File: config.mk
export PLATFORM = sky130hd
export DESIGN_NAME = length_prefixed_slice_deframer
export DESIGN_NICKNAME = d
export VERILOG_FILES = /design/src/sv/lpsd_pkg.sv /design/src/sv/lpsd_cfg.sv /design/src/sv/lpsd_parse.sv /design/src/sv/length_prefixed_slice_deframer.sv
export SDC_FILE = /design/constraint.sdc
export NUM_CORES = 1
export LEC_CHECK = 0
export ABC_AREA = 1
export BUFFER_PORTS_ARGS = -buffer_cell sky130_fd_sc_hd__buf_4
export CAP_MARGIN = 30
export CORE_MARGIN = 2
export CORE_UTILIZATION = 60
export DETAILED_ROUTE_END_ITERATION = 8
export PLACE_DENSITY_LB_ADDON = 0.08
export SKIP_CTS_REPAIR_TIMING = 1
export SLEW_MARGIN = 30
export SYNTH_ARGS = -nofsm -noshare
export SYNTH_HDL_FRONTEND = slang
export SYNTH_SLANG_ARGS = --single-unit
File: constraint.sdc
create_clock -name clk -period 6.9 [get_ports clk]
set_input_delay 1.38 -clock clk [delete_from_list [all_inputs] [get_ports clk]]
set_output_delay 1.38 -clock clk [all_outputs]
set_load 0.005 [all_outputs]
File: src/sv/lpsd_pkg.sv
// ----------------------------------------------------------------------------
// lpsd_pkg
// Shared types and constants for the length-prefixed slice deframer.
// ----------------------------------------------------------------------------
`default_nettype none

package lpsd_pkg;

	localparam int unsigned DataWidth  = 8;
	localparam int unsigned LenWidth   = 32;
	localparam int unsigned GroupBits  = 7;
	localparam int unsigned MaxGroups  = 5;
	localparam int unsigned GroupCntW  = 3;
	localparam int unsigned AddrWidth  = 2;
	localparam int unsigned PDataWidth = 32;

	localparam logic [DataWidth-1:0] GROUP_MASK = 8'h7f;
	localparam logic [DataWidth-1:0] CONT_BIT   = 8'h80;

	// Byte address of the buffer length register
	localparam logic [AddrWidth-1:0] ADDR_BUFFER_LENGTH = 2'd0;

	// One result beat
	typedef struct packed {
		logic [DataWidth-1:0] payload_byte;
		logic                 payload_valid;
		logic [LenWidth-1:0]  slice_length;
		logic                 length_valid;
		logic                 slice_last;
		logic                 error;
	} result_t;

	// Bit offset of a header group; the group count wraps at five groups
	function automatic logic [5:0] group_shift(input logic [GroupCntW-1:0] cnt);
		logic [5:0] sh;
		case (cnt)
			3'd0:    sh = 6'd0;
			3'd1:    sh = 6'd7;
			3'd2:    sh = 6'd14;
			3'd3:    sh = 6'd21;
			3'd4:    sh = 6'd28;
			3'd5:    sh = 6'd0;
			3'd6:    sh = 6'd7;
			3'd7:    sh = 6'd14;
			default: sh = 6'd0;
		endcase
		return sh;
	endfunction

endpackage

`default_nettype wire

File: src/sv/lpsd_cfg.sv
// ----------------------------------------------------------------------------
// lpsd_cfg
// APB register slave holding the buffer length.
// ----------------------------------------------------------------------------
`default_nettype none

module lpsd_cfg (
	input  wire logic                               clk,
	input  wire logic                               arst_n,
	input  wire logic                               psel,
	input  wire logic                               penable,
	input  wire logic                               pwrite,
	input  wire logic [lpsd_pkg::AddrWidth-1:0]     paddr,
	input  wire logic [lpsd_pkg::PDataWidth-1:0]    pwdata,
	output logic      [lpsd_pkg::PDataWidth-1:0]    prdata,
	output logic                                    pready,
	output logic      [lpsd_pkg::LenWidth-1:0]      buffer_length
);

	logic [lpsd_pkg::LenWidth-1:0] buffer_length_q;
	logic                          wr_hit;

	assign pready = 1'b1;
	assign wr_hit = psel && penable && pwrite && (paddr == lpsd_pkg::ADDR_BUFFER_LENGTH);

	// Write the register on the access cycle
	always_ff @(posedge clk or negedge arst_n) begin
		if (!arst_n) begin
			buffer_length_q <= '0;
		end else if (wr_hit) begin
			buffer_length_q <= pwdata;
		end
	end

	// Read back
	always_comb begin
		if (paddr == lpsd_pkg::ADDR_BUFFER_LENGTH) begin
			prdata = buffer_length_q;
		end else begin
			prdata = '0;
		end
	end

	assign buffer_length = buffer_length_q;

endmodule

`default_nettype wire

File: src/sv/lpsd_parse.sv
// ----------------------------------------------------------------------------
// lpsd_parse
// Per-byte parser: header accumulation, payload count, bound checks, error.
// ----------------------------------------------------------------------------
`default_nettype none

module lpsd_parse (
	input  wire logic                                clk,
	input  wire logic                                arst_n,
	input  wire logic                                step,
	input  wire logic [lpsd_pkg::DataWidth-1:0]      data_byte,
	input  wire logic                                restart,
	input  wire logic [lpsd_pkg::LenWidth-1:0]       buffer_length,
	output lpsd_pkg::result_t                        result
);

	logic [lpsd_pkg::LenWidth-1:0]  read_position_q, read_position_d;
	logic                           stream_ok_q, stream_ok_d;
	logic                           in_payload_q, in_payload_d;
	logic [lpsd_pkg::LenWidth-1:0]  length_accum_q, length_accum_d;
	logic [lpsd_pkg::GroupCntW-1:0] group_count_q, group_count_d;
	logic [lpsd_pkg::LenWidth-1:0]  payload_left_q, payload_left_d;

	// Effective state after an optional restart
	logic [lpsd_pkg::LenWidth-1:0]  pos_c;
	logic                           ok_c;
	logic                           inp_c;
	logic [lpsd_pkg::LenWidth-1:0]  acc_c;
	logic [lpsd_pkg::GroupCntW-1:0] gcnt_c;
	logic [lpsd_pkg::LenWidth-1:0]  left_c;

	logic [lpsd_pkg::LenWidth-1:0]  pos_inc;
	logic [lpsd_pkg::LenWidth-1:0]  room;
	logic [lpsd_pkg::LenWidth+6:0]  group_wide;
	logic [lpsd_pkg::LenWidth-1:0]  acc_new;
	logic [lpsd_pkg::GroupCntW-1:0] gcnt_inc;
	lpsd_pkg::result_t              res;

	assign pos_c  = restart ? '0   : read_position_q;
	assign ok_c   = restart ? 1'b1 : stream_ok_q;
	assign inp_c  = restart ? 1'b0 : in_payload_q;
	assign acc_c  = restart ? '0   : length_accum_q;
	assign gcnt_c = restart ? '0   : group_count_q;
	assign left_c = restart ? '0   : payload_left_q;

	assign pos_inc    = pos_c + 1'b1;
	assign room       = buffer_length - pos_inc;
	assign group_wide = {{(lpsd_pkg::LenWidth-1){1'b0}}, data_byte & lpsd_pkg::GROUP_MASK}
		<< lpsd_pkg::group_shift(gcnt_c);
	assign acc_new    = acc_c | group_wide[lpsd_pkg::LenWidth-1:0];
	assign gcnt_inc   = gcnt_c + 1'b1;

	// Next state and result for one byte
	always_comb begin
		read_position_d = pos_c;
		stream_ok_d     = ok_c;
		in_payload_d    = inp_c;
		length_accum_d  = acc_c;
		group_count_d   = gcnt_c;
		payload_left_d  = left_c;
		res             = '0;

		if (ok_c) begin
			if (pos_c >= buffer_length) begin
				stream_ok_d = 1'b0;
			end else begin
				read_position_d = pos_inc;
				if (inp_c) begin
					res.payload_byte  = data_byte;
					res.payload_valid = 1'b1;
					payload_left_d    = left_c - 1'b1;
					if (left_c == {{(lpsd_pkg::LenWidth-1){1'b0}}, 1'b1}) begin
						in_payload_d   = 1'b0;
						res.slice_last = 1'b1;
					end
				end else if ((data_byte & lpsd_pkg::CONT_BIT) == '0) begin
					// Header complete: check the length against the bytes left
					length_accum_d = '0;
					group_count_d  = '0;
					if (acc_new > room) begin
						stream_ok_d = 1'b0;
					end else begin
						res.slice_length = acc_new;
						res.length_valid = 1'b1;
						if (acc_new == '0) begin
							res.slice_last = 1'b1;
						end else begin
							in_payload_d   = 1'b1;
							payload_left_d = acc_new;
						end
					end
				end else if (gcnt_inc >= lpsd_pkg::GroupCntW'(lpsd_pkg::MaxGroups)) begin
					// Sixth group would follow: too-long header
					length_accum_d = '0;
					group_count_d  = '0;
					stream_ok_d    = 1'b0;
				end else begin
					length_accum_d = acc_new;
					group_count_d  = gcnt_inc;
				end
			end
		end

		// Blank every field once in error
		if (!stream_ok_d) begin
			res = '0;
		end
		res.error = !stream_ok_d;
	end

	assign result = res;

	// Advance the parser state on each byte
	always_ff @(posedge clk or negedge arst_n) begin
		if (!arst_n) begin
			read_position_q <= '0;
			stream_ok_q     <= 1'b1;
			in_payload_q    <= 1'b0;
			length_accum_q  <= '0;
			group_count_q   <= '0;
			payload_left_q  <= '0;
		end else if (step) begin
			read_position_q <= read_position_d;
			stream_ok_q     <= stream_ok_d;
			in_payload_q    <= in_payload_d;
			length_accum_q  <= length_accum_d;
			group_count_q   <= group_count_d;
			payload_left_q  <= payload_left_d;
		end
	end

endmodule

`default_nettype wire

File: src/sv/length_prefixed_slice_deframer.sv
// ----------------------------------------------------------------------------
// length_prefixed_slice_deframer
// Splits a byte buffer into LEB128 length-prefixed slices, one byte a beat.
// ----------------------------------------------------------------------------
//  channel  | handshake          | payload
//  ---------+--------------------+--------------------------------------------
//  in       | in_valid/in_stall  | data_byte, restart
//  out      | out_valid/out_stall| payload_byte, payload_valid, slice_length,
//           |                    | length_valid, slice_last, error
//  config   | APB                | buffer_length at address 0
//
//  One byte a cycle sustained while the output is not stalled; each beat
//  passes an input register, then the parser logic into the output register.
//  The parser state updates when a beat moves into the output register.
//  Reset clears the parser state and sets buffer_length to zero.
//  A stalled output holds its beat; the input register still takes one beat.
// ----------------------------------------------------------------------------
`default_nettype none

module length_prefixed_slice_deframer (
	input  wire logic                              clk,
	input  wire logic                              arst_n,
	// configuration
	input  wire logic                              psel,
	input  wire logic                              penable,
	input  wire logic                              pwrite,
	input  wire logic [lpsd_pkg::AddrWidth-1:0]    paddr,
	input  wire logic [lpsd_pkg::PDataWidth-1:0]   pwdata,
	output logic      [lpsd_pkg::PDataWidth-1:0]   prdata,
	output logic                                   pready,
	// input bytes
	input  wire logic                              in_valid,
	output logic                                   in_stall,
	input  wire logic [lpsd_pkg::DataWidth-1:0]    data_byte,
	input  wire logic                              restart,
	// results
	output logic                                   out_valid,
	input  wire logic                              out_stall,
	output logic      [lpsd_pkg::DataWidth-1:0]    payload_byte,
	output logic                                   payload_valid,
	output logic      [lpsd_pkg::LenWidth-1:0]     slice_length,
	output logic                                   length_valid,
	output logic                                   slice_last,
	output logic                                   error
);

	logic [lpsd_pkg::LenWidth-1:0]  buffer_length;
	logic                           valid_s1;
	logic [lpsd_pkg::DataWidth-1:0] data_byte_s1;
	logic                           restart_s1;
	logic                           out_valid_q;
	lpsd_pkg::result_t              result_c;
	lpsd_pkg::result_t              result_q;
	logic                           out_busy;
	logic                           advance;

	lpsd_cfg u_cfg (
		.clk          (clk),
		.arst_n       (arst_n),
		.psel         (psel),
		.penable      (penable),
		.pwrite       (pwrite),
		.paddr        (paddr),
		.pwdata       (pwdata),
		.prdata       (prdata),
		.pready       (pready),
		.buffer_length(buffer_length)
	);

	assign out_busy = out_valid_q && out_stall;
	assign advance  = valid_s1 && !out_busy;
	assign in_stall = valid_s1 && out_busy;

	// Input register: take a beat whenever it is empty or draining
	always_ff @(posedge clk or negedge arst_n) begin
		if (!arst_n) begin
			valid_s1 <= 1'b0;
		end else if (!in_stall) begin
			valid_s1 <= in_valid;
		end
	end

	always_ff @(posedge clk) begin
		if (!in_stall && in_valid) begin
			data_byte_s1 <= data_byte;
			restart_s1   <= restart;
		end
	end

	lpsd_parse u_parse (
		.clk          (clk),
		.arst_n       (arst_n),
		.step         (advance),
		.data_byte    (data_byte_s1),
		.restart      (restart_s1),
		.buffer_length(buffer_length),
		.result       (result_c)
	);

	// Output register: load on advance, drop once taken
	always_ff @(posedge clk or negedge arst_n) begin
		if (!arst_n) begin
			out_valid_q <= 1'b0;
		end else if (advance) begin
			out_valid_q <= 1'b1;
		end else if (!out_stall) begin
			out_valid_q <= 1'b0;
		end
	end

	always_ff @(posedge clk) begin
		if (advance) begin
			result_q <= result_c;
		end
	end

	assign out_valid     = out_valid_q;
	assign payload_byte  = result_q.payload_byte;
	assign payload_valid = result_q.payload_valid;
	assign slice_length  = result_q.slice_length;
	assign length_valid  = result_q.length_valid;
	assign slice_last    = result_q.slice_last;
	assign error         = result_q.error;

endmodule

`default_nettype wire

### Yosys cells after proc, flatten, opt, wreduce, memory -nomap -nowiden

Memories as Yosys holds them, arrays and structs flattened.
Index checks and enable logic that the tools add are counted.

* flip-flop bits (word level): 188
* memories kept: 1
* word-level logic and storage cells: 96
* input bits: 50
* output and inout bits: 79
* ROM bits: 40

* mux-type cells: 46
* eq/ne operators: 2
* bitwise logic cells: 5
* reduce and logical (&&, ||, !) cells: 17
* magnitude comparators: 3
* shift operators: 1
* add/sub/neg operators: 4

Memory list
* (name not given): depth 8, bits a word 5, read ports 1, clocked after Yosys merged registers in 0, write ports 0, line lpsd_pkg.sv:36 `case (cnt)`

Operator list (number)
* 2-to-1 mux 32 bit: 17
* adder 32 x 1 -> 32 bit, second input constant: 1
* == test 32 x 1 -> 1 bit, second input constant: 1
* >= comparator 32 bit: 1
* greater-than comparator 32 bit: 1
* logical NOT 32 bit: 1
* OR 32 bit: 1
* << shifter 7 x 6 -> 32 bit: 1
* subtractor 32 x 1 -> 32 bit, second input constant: 1
* subtractor 32 bit: 1
* 2-to-1 mux 1 bit: 22
* 2-to-1 mux 3 bit: 6
* logical NOT 8 bit: 1
* logical AND 1 bit: 7
* OR reduction 6 bit: 1
* OR reduction 5 bit: 1
* inverter 1 bit: 4
* OR reduction 4 bit: 1
* adder 3 x 1 -> 3 bit, second input constant: 1
* >= comparator 3 bit, second input constant: 1
* logical NOT 1 bit: 3
* OR reduction 3 bit: 1
* logical NOT 2 bit: 1
* 2-to-1 mux 2 bit: 1
* inequality test 2 x 1 -> 1 bit, second input constant: 1

### Logic depth before layout (Yosys ltp)

An unclocked memory read counts as a cell.

* depth in word-level cells: 12
* gate-level depth with buffers: 39
* gate-level depth less buffers: 37

### By module

A second synthesis with hierarchy kept.

* cells, all modules: 2366
* area, all modules: 16074.2 um^2

Modules (own cells, without submodules)
* lpsd_parse: seq. area each 2528.7 um^2, area each 12801.0 um^2, instances 1, cells an instance 2089
* length_prefixed_slice_deframer: seq. area each 1641.6 um^2, area each 1686.6 um^2, instances 1, cells an instance 65
* lpsd_cfg: seq. area each 800.8 um^2, area each 1586.5 um^2, instances 1, cells an instance 212

### Least setup slack after synthesis

No wires, ideal clock.

* kind: reg2reg
* start: register restart_s1
* end: register u_parse.payload_left_q[2] in the netlist's numbering
* cell stages (with the launch flop): 37
* slack: 1.414 ns
* period minus slack after synthesis: 5.486 ns
* path buffers: 4
* arrival: 5.359 ns
* cell sequence: edfxtp_1 -> buf_6 -> buf_6 -> buf_6 -> nor2_1 -> ha_1 -> nand2_2 -> nor2_2 -> xor2_1 -> inv_1 -> ha_1 -> a21oi_1 -> o21ai_0 -> a21oi_1 -> o21ai_0 -> nand2_1 -> nand2_1 -> a21oi_1 -> o21ai_2 -> nand2_1 -> nand2_1 -> nand3_1 -> nand3_1 -> nand2_1 -> nand2_1 -> ha_1 -> nand4_1 -> nor3_1 -> nor4b_1 -> nand4_1 -> a21oi_1 -> clkbuf_1 -> nand3_1 -> nand3_1 -> nand2_1 -> nand3_1 -> nand2_1

* cells in the longest elaborated chain, start to end: 11
* elaborated cells on any way between the ends: 21
* those cells by class: add/sub (3); order compare (2); shift (1); mux (12); bitwise (1); reduce/logical (1); memory (1)

RTL lines
* start: declaration: line length_prefixed_slice_deframer.sv:50 `logic restart_s1;`
* start signal: assignment: line length_prefixed_slice_deframer.sv:86 `restart_s1 <= restart;`
* parallel branches: the longest is 10 deep, another holds adder 32 x 1 -> 32 bit
* 2-to-1 mux 32 bit *: line lpsd_parse.sv:63 `if (ok_c) begin`
* end signal: assignment: line lpsd_parse.sv:128 `payload_left_q <= payload_left_d;`
* end: declaration: line lpsd_parse.sv:22 `logic [lpsd_pkg::LenWidth-1:0] payload_left_q, payload_left_d;`

Mark *: on every way between the ends.
A chain may end at the register's enable or synchronous reset.

### Worst setup path after layout

* start: register restart_s1
* end: register result_q, in the netlist slice_length[21] (data pin)

* cells in the longest elaborated chain, start to end: 12
* elaborated cells on any way between the ends: 23
* those cells by class: add/sub (3); order compare (3); shift (1); mux (11); bitwise (3); reduce/logical (1); memory (1)

RTL lines
* parallel branches: the longest is 12 deep, another holds adder 32 x 1 -> 32 bit
* end signal: assignment: line length_prefixed_slice_deframer.sv:113 `result_q <= result_c;`
* end: declaration: line length_prefixed_slice_deframer.sv:53 `lpsd_pkg::result_t result_q;`

Parallel ways; which one is timed is not known.

==> metrics.txt <==
P_leak=0.00860 uW; Longest Clk Path Bufs=2; hold path depth=2; Layout area overhead=11.7%; worst-skew pair later-pin latency=460 ps; library cells used by synthesis=66; leading area contributor after synthesis=dfrtp_1; RSZ-0062 raised after global routing=false; kind of critical path=reg2reg; Worst path most repeated cell=nand2_1; status=finished, final reports clean; Synth async-reset ratio=71.8%; CTS tree=done; clk sink count=188; CP max stage cell=edfxtp_1; FF+latch count, synth=188; Total Wirelength=48,800 um; post-synth net total=2,444; IO Port Bufs=127; largest net degree at the start of global routing=98; CP Launch Type=register; slowest stage delay, CP=400 ps; ratio of cells with drive above 1 in the final layout=11.0%; yosys warns=0; combinational share of power=58.9%; Worst Path Arrival=6750 ps; Filler cells=2,207; setup ws final=452 ps; NumNets Final=2,531; P_int=3250 uW; via count=16,300; DRT iter0 DRCs=1,933; DP HPWL=36,300 um; Post-synth top cells=491 x nand2_1, 333 x nor2_1, 300 x inv_1; register area share after synthesis=32.0%; Final Hold Viols=0; final setup violation count=0; fin area=17,400 um2; n_diodes=0; GP Congestion=0.958; clock group share of total power=15.5%; vias in the first global route=14,900; Clock Root Buffer=clkbuf_16; sequential cell area=4970 um2; post-layout min period=6450 ps; total CTS buffers=17; Core ar.=25,300 um2; vias per cell=5.97; row cnt=58; FMAX=0.155 GHz; Die Y-Extent=165 um; most numerous cell in the Yosys netlist=nand2_1; first-pass GRT wire length=76,900 um; initial antenna violation count=0; Setup WS pre-CTS=418 ps; drt wl/cell=17.9 um; worst path required time=7200 ps; skew final=17.9 ps; synthesized cell area=15,500 um2; PD cells=389 nW/um2; setup TNS=0 ps; Avg Inst Size Synth=6.75 um2; DRC Markers=0; Critical Path Sink Type=register; final worst path period share=93.4%; gr ovfl total=0; Max Cap Viol=0; drt pass-1 iters=7; full die area=27,200 um2; Routed Antenna Nets=0; H-tree levels=4; Placed Area=16,700 um2; Synth area leaders=dfrtp_1 22%, nand2_1 12%, edfxtp_1 10%; initial core utilization=61.4%; Hold WC Path Type=reg2reg; EDFF count, synth=53; Register-to-Register Path Depth=33; Top Ports=129; area of the multi-input gates=8990 um2; Slew Limit Fails=0; worst-path fanout max=32; Total GRT Usage=36.2%; Clock transition at path regs=90 ps; Switch Pwr=3500 uW; top_reg_cell synth=dfrtp_1; maximum VDD drop=0.188 mV; Sequential Power Share=25.5%; slew margin rel.=34.0%; Sw Share=51.9%; cells after synthesis=2,301; worst-margin pin slew=989 ps; share of the synthesized area in the top cell type=21.6%; chip width=165 um
==> metal layers <==
metal / up-vias / share of wire [%] / GRT usage (%)
li1: 7740 / - / -
met1: 7452 / 41 / 47.3
met2: 940 / 45 / 57.4
met3: 163 / 9.2 / 6.30
met4: 0 / 5.1 / 19.2
met5: - / 0 / 0
==> cell usage in the layout, fill, tap and decap left out, types with 15 or more instances in the layout <==
master	netlist	final
nand2_1	491	491
nor2_1	333	331
inv_1	300	299
a21oi_1	173	172
nand3_1	169	169
o21ai_0	164	164
buf_4	5	147
dfrtp_1	134	134
ha_1	92	92
edfxtp_1	53	53
xor2_1	37	37
nand4_1	35	35
nor3_1	33	33
nor2_2	18	18
o22ai_1	18	18
o21ai_1	17	17
clkbuf_16	0	17
xnor2_1	15	15
==> worst paths after layout <==
| kind | from | to | slack, ps |
|---|---|---|---|
| max | restart_s1 | slice_length[21] | 450 |
| min | u_parse.payload_left_q[17] | u_parse.payload_left_q[17] | 490 |
| max reg2reg | restart_s1 | slice_length[21] | 450 |
| min reg2reg | u_parse.payload_left_q[17] | u_parse.payload_left_q[17] | 490 |
| max in group asynchronous | arst_n | u_parse.length_accum_q[4] | 4730 |
| min in group asynchronous | arst_n | u_parse.length_accum_q[0] | 900 |
==> power by group through the flow <==
stage	Combinational, uW	Sequential (uW)	Clock, uW
floorplan	2750	1680	0
global placement	3740	1720	0
detailed placement	3840	1730	0
CTS	3860	1720	1050
global route	4410	1760	1100
finish	3980	1720	1050
==> critical path, delay by kind of cell, from the launching register on <==
kind | cells | cell delay, ps
flops | 1 | 400
fa+ha+maj | 3 | 900
buf+inv | 5 | 880
xor+xnor | 1 | 230
simple gates | 16 | 2300
compound gates | 8 | 1550
==> sequential cells by signal, indices dropped and copies added, names as in the netlist <==
signal / flops
slice_length: 32
u_cfg.buffer_length: 32
u_parse.length_accum_q: 32
u_parse.payload_left_q: 32
u_parse.read_position_q: 32
data_byte_s1: 8
payload_byte: 8
u_parse.group_count_q: 3
error: 1
length_valid: 1
out_valid: 1
payload_valid: 1
restart_s1: 1
slice_last: 1
u_parse.in_payload_q: 1
u_parse.stream_ok_q: 1
valid_s1: 1
==> per-stage QoR <==
stage | power, uW | hold WS (ps) | utilization (%) | cells
finish | 6750 | 486 | 68.5 | 2731
floorplan | 4430 | 434 | - | 2301
CTS | 6630 | 486 | 68.4 | 2730
global route | 7270 | 508 | 68.5 | 2731
global placement | 5460 | 463 | 65.9 | 2698
detailed placement | 5570 | 465 | 65.9 | 2698
==> cell families after synthesis <==
| kind of cell | after synthesis | synth area share, % |
|---|---|---|
| flops | 188 | 32.0 |
| other cells | 1 | 0.0241 |
| fa+ha+maj | 93 | 7.54 |
| xor+xnor | 54 | 3.21 |
| compound gates | 436 | 15.4 |
| simple gates | 1127 | 31.5 |
| buf+inv | 402 | 10.3 |
==> cell type report <==
| type | count | share of cell area (%) |
|---|---|---|
| multi-input combinational | 1711 | 51.8 |
| clock buffer | 17 | 2.45 |
| timing repair buffer | 151 | 6.71 |
| inverter | 319 | 6.93 |
| sequential | 188 | 28.6 |
| tap | 330 | 2.38 |
| clock inverter | 15 | 1.10 |
No activity file was read; power rests on OpenSTA's default activity.
